### config.mk
export PLATFORM = sky130hd
export DESIGN_NAME = simplified_aes_cipher
export DESIGN_NICKNAME = d
export VERILOG_FILES = /design/src/sv/saes_pkg.sv /design/src/sv/saes_key_expand.sv /design/src/sv/saes_cipher_core.sv /design/src/sv/simplified_aes_cipher.sv
export SDC_FILE = /design/constraint.sdc
export NUM_CORES = 1
export LEC_CHECK = 0
export BUFFER_PORTS_ARGS = -buffer_cell sky130_fd_sc_hd__buf_2
export CAP_MARGIN = 20
export CORE_MARGIN = 3
export CORE_UTILIZATION = 45
export CTS_CLUSTER_DIAMETER = 150
export CTS_CLUSTER_SIZE = 24
export DETAILED_ROUTE_END_ITERATION = 12
export PLACE_DENSITY = 0.62
export SYNTH_ARGS = -nofsm -noshare
export SYNTH_HDL_FRONTEND = slang
export SYNTH_SLANG_ARGS = --single-unit
### constraint.sdc
create_clock -name clock -period 18.5 [get_ports clock]
set_clock_uncertainty 0.05 [all_clocks]
set_input_delay 3.7 -clock clock [delete_from_list [all_inputs] [get_ports clock]]
set_output_delay 3.7 -clock clock [all_outputs]
set_load 0.05 [all_outputs]
### src/sv/saes_pkg.sv
// ----------------------------------------------------------------------------
// saes_pkg: shared definitions for the simplified AES cipher
// S-boxes, GF(2^4) arithmetic, round transforms, command codes and the round key type.
// ----------------------------------------------------------------------------
package saes_pkg;

   // command codes
   localparam logic CMD_ENCRYPT = 1'b0;
   localparam logic CMD_DECRYPT = 1'b1;

   // field polynomial x^4 + x + 1 and key schedule round constants
   localparam logic [4:0] GF_MODULUS = 5'b10011;
   localparam logic [3:0] GF_REDUCE  = GF_MODULUS[3:0];
   localparam logic [7:0] RCON_ONE   = 8'b1000_0000;
   localparam logic [7:0] RCON_TWO   = 8'b0011_0000;

   // MixColumns matrix entries: diagonal and off-diagonal
   localparam logic [3:0] MIX_FWD_DIAG = 4'h1;
   localparam logic [3:0] MIX_FWD_OFF  = 4'h4;
   localparam logic [3:0] MIX_INV_DIAG = 4'h9;
   localparam logic [3:0] MIX_INV_OFF  = 4'h2;

   localparam logic [3:0] FWD_SBOX [16] = '{
      4'h9, 4'h4, 4'hA, 4'hB, 4'hD, 4'h1, 4'h8, 4'h5,
      4'h6, 4'h2, 4'h0, 4'h3, 4'hC, 4'hE, 4'hF, 4'h7};

   localparam logic [3:0] INV_SBOX [16] = '{
      4'hA, 4'h5, 4'h9, 4'hB, 4'h1, 4'h7, 4'h8, 4'hF,
      4'h6, 4'h0, 4'h2, 4'h3, 4'hC, 4'h4, 4'hD, 4'hE};

   typedef struct packed {
      logic [15:0] k0;
      logic [15:0] k1;
      logic [15:0] k2;
   } round_keys_type;

   // GF(2^4) multiply, shift-and-add over four bits
   function automatic logic [3:0] gf_mul(input logic [3:0] x, input logic [3:0] y);
      logic [3:0] acc;
      logic [3:0] xs;
      acc = '0;
      xs  = x;
      for (int i = 0; i < 4; i++) begin
         if (y[i]) begin
            acc = acc ^ xs;
         end
         if (xs[3]) begin
            xs = {xs[2:0], 1'b0} ^ GF_REDUCE;
         end else begin
            xs = {xs[2:0], 1'b0};
         end
      end
      return acc;
   endfunction

   // key schedule word function: RotNib, SubNib, round constant
   function automatic logic [7:0] word_g(input logic [7:0] w, input logic [7:0] rcon);
      logic [7:0] rot;
      rot = {w[3:0], w[7:4]};
      return {FWD_SBOX[rot[7:4]], FWD_SBOX[rot[3:0]]} ^ rcon;
   endfunction

   function automatic logic [15:0] sub_fwd(input logic [15:0] v);
      return {FWD_SBOX[v[15:12]], FWD_SBOX[v[11:8]], FWD_SBOX[v[7:4]], FWD_SBOX[v[3:0]]};
   endfunction

   function automatic logic [15:0] sub_inv(input logic [15:0] v);
      return {INV_SBOX[v[15:12]], INV_SBOX[v[11:8]], INV_SBOX[v[7:4]], INV_SBOX[v[3:0]]};
   endfunction

   // swap of the two bottom-row nibbles
   function automatic logic [15:0] shift_rows(input logic [15:0] v);
      return {v[15:12], v[3:0], v[7:4], v[11:8]};
   endfunction

   function automatic logic [15:0] mix_columns(input logic [15:0] v,
                                               input logic [3:0] d,
                                               input logic [3:0] o);
      logic [3:0] a0;
      logic [3:0] a1;
      logic [3:0] b0;
      logic [3:0] b1;
      a0 = v[15:12];
      a1 = v[11:8];
      b0 = v[7:4];
      b1 = v[3:0];
      return {gf_mul(d, a0) ^ gf_mul(o, a1),
              gf_mul(o, a0) ^ gf_mul(d, a1),
              gf_mul(d, b0) ^ gf_mul(o, b1),
              gf_mul(o, b0) ^ gf_mul(d, b1)};
   endfunction

endpackage

### src/sv/saes_key_expand.sv
// ----------------------------------------------------------------------------
// saes_key_expand: round key schedule
// Expands the 16-bit cipher key into the three round keys K0, K1, K2.
// ----------------------------------------------------------------------------
module saes_key_expand (
   input  logic [15:0]              cipher_key,
   output saes_pkg::round_keys_type round_keys
);

   logic [7:0] w0, w1, w2, w3, w4, w5;

   // two word_g rounds over 8-bit words
   always_comb begin
      w0 = cipher_key[15:8];
      w1 = cipher_key[7:0];
      w2 = w0 ^ saes_pkg::word_g(w1, saes_pkg::RCON_ONE);
      w3 = w1 ^ w2;
      w4 = w2 ^ saes_pkg::word_g(w3, saes_pkg::RCON_TWO);
      w5 = w3 ^ w4;
      round_keys.k0 = cipher_key;
      round_keys.k1 = {w2, w3};
      round_keys.k2 = {w4, w5};
   end

endmodule

### src/sv/saes_cipher_core.sv
// ----------------------------------------------------------------------------
// saes_cipher_core: two-round cipher datapath
// Encrypts or decrypts one 16-bit block in a single combinational pass.
// ----------------------------------------------------------------------------
module saes_cipher_core (
   input  logic                     cmd,
   input  logic [15:0]              block_in,
   input  saes_pkg::round_keys_type round_keys,
   output logic [15:0]              block_out
);

   logic [15:0] enc_s;
   logic [15:0] dec_s;

   // forward rounds
   always_comb begin
      enc_s = block_in ^ round_keys.k0;
      enc_s = saes_pkg::shift_rows(saes_pkg::sub_fwd(enc_s));
      enc_s = saes_pkg::mix_columns(enc_s, saes_pkg::MIX_FWD_DIAG, saes_pkg::MIX_FWD_OFF);
      enc_s = enc_s ^ round_keys.k1;
      enc_s = saes_pkg::shift_rows(saes_pkg::sub_fwd(enc_s));
      enc_s = enc_s ^ round_keys.k2;
   end

   // inverse rounds, keys in reverse order
   always_comb begin
      dec_s = block_in ^ round_keys.k2;
      dec_s = saes_pkg::sub_inv(saes_pkg::shift_rows(dec_s));
      dec_s = dec_s ^ round_keys.k1;
      dec_s = saes_pkg::mix_columns(dec_s, saes_pkg::MIX_INV_DIAG, saes_pkg::MIX_INV_OFF);
      dec_s = saes_pkg::sub_inv(saes_pkg::shift_rows(dec_s));
      dec_s = dec_s ^ round_keys.k0;
   end

   assign block_out = (cmd == saes_pkg::CMD_DECRYPT) ? dec_s : enc_s;

endmodule

### src/sv/simplified_aes_cipher.sv
// ----------------------------------------------------------------------------
// simplified_aes_cipher: 16-bit two-round simplified AES
// Top level with key register, input register and result register.
// ----------------------------------------------------------------------------
// Each item carries a command (encrypt or decrypt) and one 16-bit block and
// returns one 16-bit block. The block takes one item per cycle while the
// receiver does not stall; a result passes from the input register through
// the single pass of key schedule and both rounds into the result register.
// The user writes the key through csr_write_enable/csr_write_data only while
// no item is in flight (the block itself does not enforce this); it applies
// to every item accepted afterwards.
module simplified_aes_cipher (
   input  logic        clock,
   input  logic        reset,
   input  logic        req_valid,
   output logic        req_ready,
   input  logic        req_cmd,
   input  logic [15:0] req_block_in,
   output logic        rsp_valid,
   input  logic        rsp_ready,
   output logic [15:0] rsp_block_out,
   input  logic        csr_write_enable,
   input  logic [15:0] csr_write_data
);

   logic [15:0] key_ff;
   logic        in_valid_ff, in_valid_in;
   logic        in_cmd_ff;
   logic [15:0] in_block_ff;
   logic        out_valid_ff, out_valid_in;
   logic [15:0] out_block_ff;
   logic        out_load;
   logic [15:0] core_block;
   saes_pkg::round_keys_type round_keys;

   // key register
   always_ff @(posedge clock) begin
      if (reset) begin
         key_ff <= '0;
      end else if (csr_write_enable) begin
         key_ff <= csr_write_data;
      end
   end

   saes_key_expand u_key_expand (
      .cipher_key (key_ff),
      .round_keys (round_keys)
   );

   // pipeline flow control
   assign out_load     = !out_valid_ff || rsp_ready;
   assign req_ready    = !in_valid_ff || out_load;
   assign in_valid_in  = req_ready ? req_valid : in_valid_ff;
   assign out_valid_in = out_load ? in_valid_ff : out_valid_ff;

   // input register
   always_ff @(posedge clock) begin
      if (reset) begin
         in_valid_ff <= 1'b0;
      end else begin
         in_valid_ff <= in_valid_in;
      end
   end

   always_ff @(posedge clock) begin
      if (req_valid && req_ready) begin
         in_cmd_ff   <= req_cmd;
         in_block_ff <= req_block_in;
      end
   end

   saes_cipher_core u_cipher_core (
      .cmd        (in_cmd_ff),
      .block_in   (in_block_ff),
      .round_keys (round_keys),
      .block_out  (core_block)
   );

   // result register
   always_ff @(posedge clock) begin
      if (reset) begin
         out_valid_ff <= 1'b0;
      end else begin
         out_valid_ff <= out_valid_in;
      end
   end

   always_ff @(posedge clock) begin
      if (out_load && in_valid_ff) begin
         out_block_ff <= core_block;
      end
   end

   assign rsp_valid     = out_valid_ff;
   assign rsp_block_out = out_block_ff;

endmodule

==> reports/results.ini <==
[critical_path]
r2r_slack_ns = 10.85
critPathMaxFanout = 4
critical_path_arrival_ns = 4.32
cp-endpoint = req_ready
cp-startpoint = rsp_ready
critPathLaunchType = primary input
endpoint_kind = primary output
criticalPathCategory = in -> out
rr_startpoint = key_ff[4]
rr_worst_depth = 28
worstPathRequired_ns = 14.75
reg2reg_to = rsp_block_out[8]

[grt]
first_global_vias = 5837
grt_pass1_wl_um = 31800
track_usage_pct = 20.1
overflow = 0
grt_start_max_net_pins = 32
antenna_found_initial = 0

[finish]
final_cells = 1133
regArea_um2 = 1350
num_antenna_cells = 0
drive_gt1_share_pct = 15.9
final_area_um2 = 8740
fillCellCount = 1640
area_delta_synth_final_pct = 7.57
multi_input_area_um2 = 6390
fin_nets = 1062

[worst_hold_path]
min_path_type = reg -> reg

[yosys]
synth_area_leaders = ha_1 18%, edfxtp_1 12%, xnor2_1 12%
synth_most_common_cell = ha_1
yosys-top-cells-count = 117 x ha_1, 110 x xnor2_1, 56 x inv_1, 56 x nor2_1, 47 x mux2i_1
synth_cells = 870
synth_edf_count = 33
synth_area_um2 = 8130
ys_ff_latch = 51
netlist-cell-type-count = 85
synth_fp_nets = 1025
yosys_warnings = 0
synth_top_area_share_pct = 18.0
ys_async_sr_fraction_pct = 0
synthFlopType = edfxtp_1
synth_area_per_cell_um2 = 9.34
ys_seq_area_share_pct = 16.6
synth_top_cell_by_area = ha_1

[route]
drtIter0Drc = 331
drc_errors = 0
vias = 6231
drt_pre_antenna_iters = 5
vias_per_cell = 5.50
wl_um = 19700
ant_nets = 0
post_drt_wl_per_cell_um = 17.4

[cts]
clock_path_buffers = 2
cts_max_level = 2
cts_tree = done
cts_made_buffers = 5
cts_sinks = 51
cts_setup_buffers = 0
worstSkewPairLatency_ns = 0.32
ctsHoldBuffers = 0
postCtsResizedCells = 0
clk_pin_slew_ns = 0.08
root_buffer = clkbuf_16

[timing]
hold_slack_ns = 0.471
fin_crit_sh_pct = 43.6
post-route-min-period_ns = 8.07
finalSetupViolations = 0
finalSetupTns_ns = 0
max-slew-margin-rel_pct = 31.3
final_max_slew_viol_count = 0
hold_viol = 0
fmax_ghz = 0.124
tightest_slew_ns = 1.03
rsz0062_at_grt = no

[floorplanning]
ios = 56
start_util_pct = 46.5
core_um2 = 17500
die_h_um = 140
fp.dieArea_um2 = 19700
fp-row-count = 48
die_x_um = 140

[status]
status = complete, no violations

[place]
place_area_um2 = 8590
hpwlAfterDp_um = 15500
portBuffers = 55
gp_congestion = 0.922
dp.cells = 1125

[flow_run]
maxCapViolations = 0

[metrics by stage]
stage | worst slack, ns | utilization, %
after floorplan | 10.53 | -
after global placement | 10.45 | 49.1
after detailed placement | 10.44 | 49.1
after CTS | 10.44 | 50.0
after global routing | 10.29 | 50.0
final | 10.43 | 50.0
[routing by layer]
| layer | routed length, um | up-vias | GRT usage [%] |
|---|---|---|---|
| met4 | 230 | 0 | 3.16 |
| met5 | 0 | - | 0 |
| met2 | 8440 | 160 | 30.6 |
| met3 | 1030 | 13 | 3.35 |
| li1 | - | 3173 | - |
| met1 | 9980 | 2885 | 30.3 |
[area by class of cell]
class                      count  area share, %
sequential                    51           15.5
inverter                      61           2.65
timing repair buffer          63           3.84
multi-input combinational    725           73.1
clock inverter                 3          0.329
clock buffer                   5           1.43
tap                          225           3.22
[cells by family (layout without fill, tap and decap cells)]
group,Yosys count,in the layout,synth area share [%]
and+or+nand+nor,200,200,13.4
xor gates and xnor gates,171,171,21.4
AOI/OAI and AO/OA,169,169,15.0
adders and majority gates,117,117,18.0
buffers and inverters,94,132,4.76
muxes,68,68,10.8
DFF,51,51,16.6
[critical path, cell delays in order]
cell and delay, ns:
buf_2 0.10, nor2b_1 0.21, nand2_1 0.09, buf_2 0.21
[flip-flops by register name, summed over array words and instances, names as in the netlist]
signal / count
rsp_valid: 1
in_valid_ff: 1
rsp_block_out: 16
in_cmd_ff: 1
key_ff: 16
in_block_ff: 16
[worst min-delay path by stage]
| stage | depth (start not counted) | startpoint | endpoint | slack, ns |
|---|---|---|---|---|
| floorplan | 2 | in_valid_ff | rsp_valid | 0.43 |
| global placement | 2 | in_valid_ff | rsp_valid | 0.47 |
| detailed placement | 2 | in_valid_ff | rsp_valid | 0.47 |
| CTS | 2 | in_valid_ff | rsp_valid | 0.48 |
| global route | 2 | in_valid_ff | rsp_valid | 0.53 |
| finish | 2 | in_valid_ff | rsp_valid | 0.47 |
[cells in the final DEF (no fill, tap or decap), types with 5 or more instances in the layout]
cell	instances
ha_1	117
xnor2_1	110
nor2_1	56
inv_1	56
buf_2	55
mux2i_1	47
nand2_1	39
xor2_1	39
a21oi_1	38
o21ai_0	33
edfxtp_1	33
nor3_1	20
dfxtp_1	18
nand3_1	15
mux4_2	12
a211oi_1	12
o211ai_1	10
and2_1	9
a31oi_1	8
nor4_1	8
buf_4	8
xnor2_2	7
o22ai_1	7
xor2_2	6
nand4_1	6
nor2b_1	5
a2111oi_0	5
and3_1	5
mux2_2	5
clkbuf_16	5
Power is not shown: default switching activity piles up to over one toggle a cycle in this logic, so the estimate is an artifact.
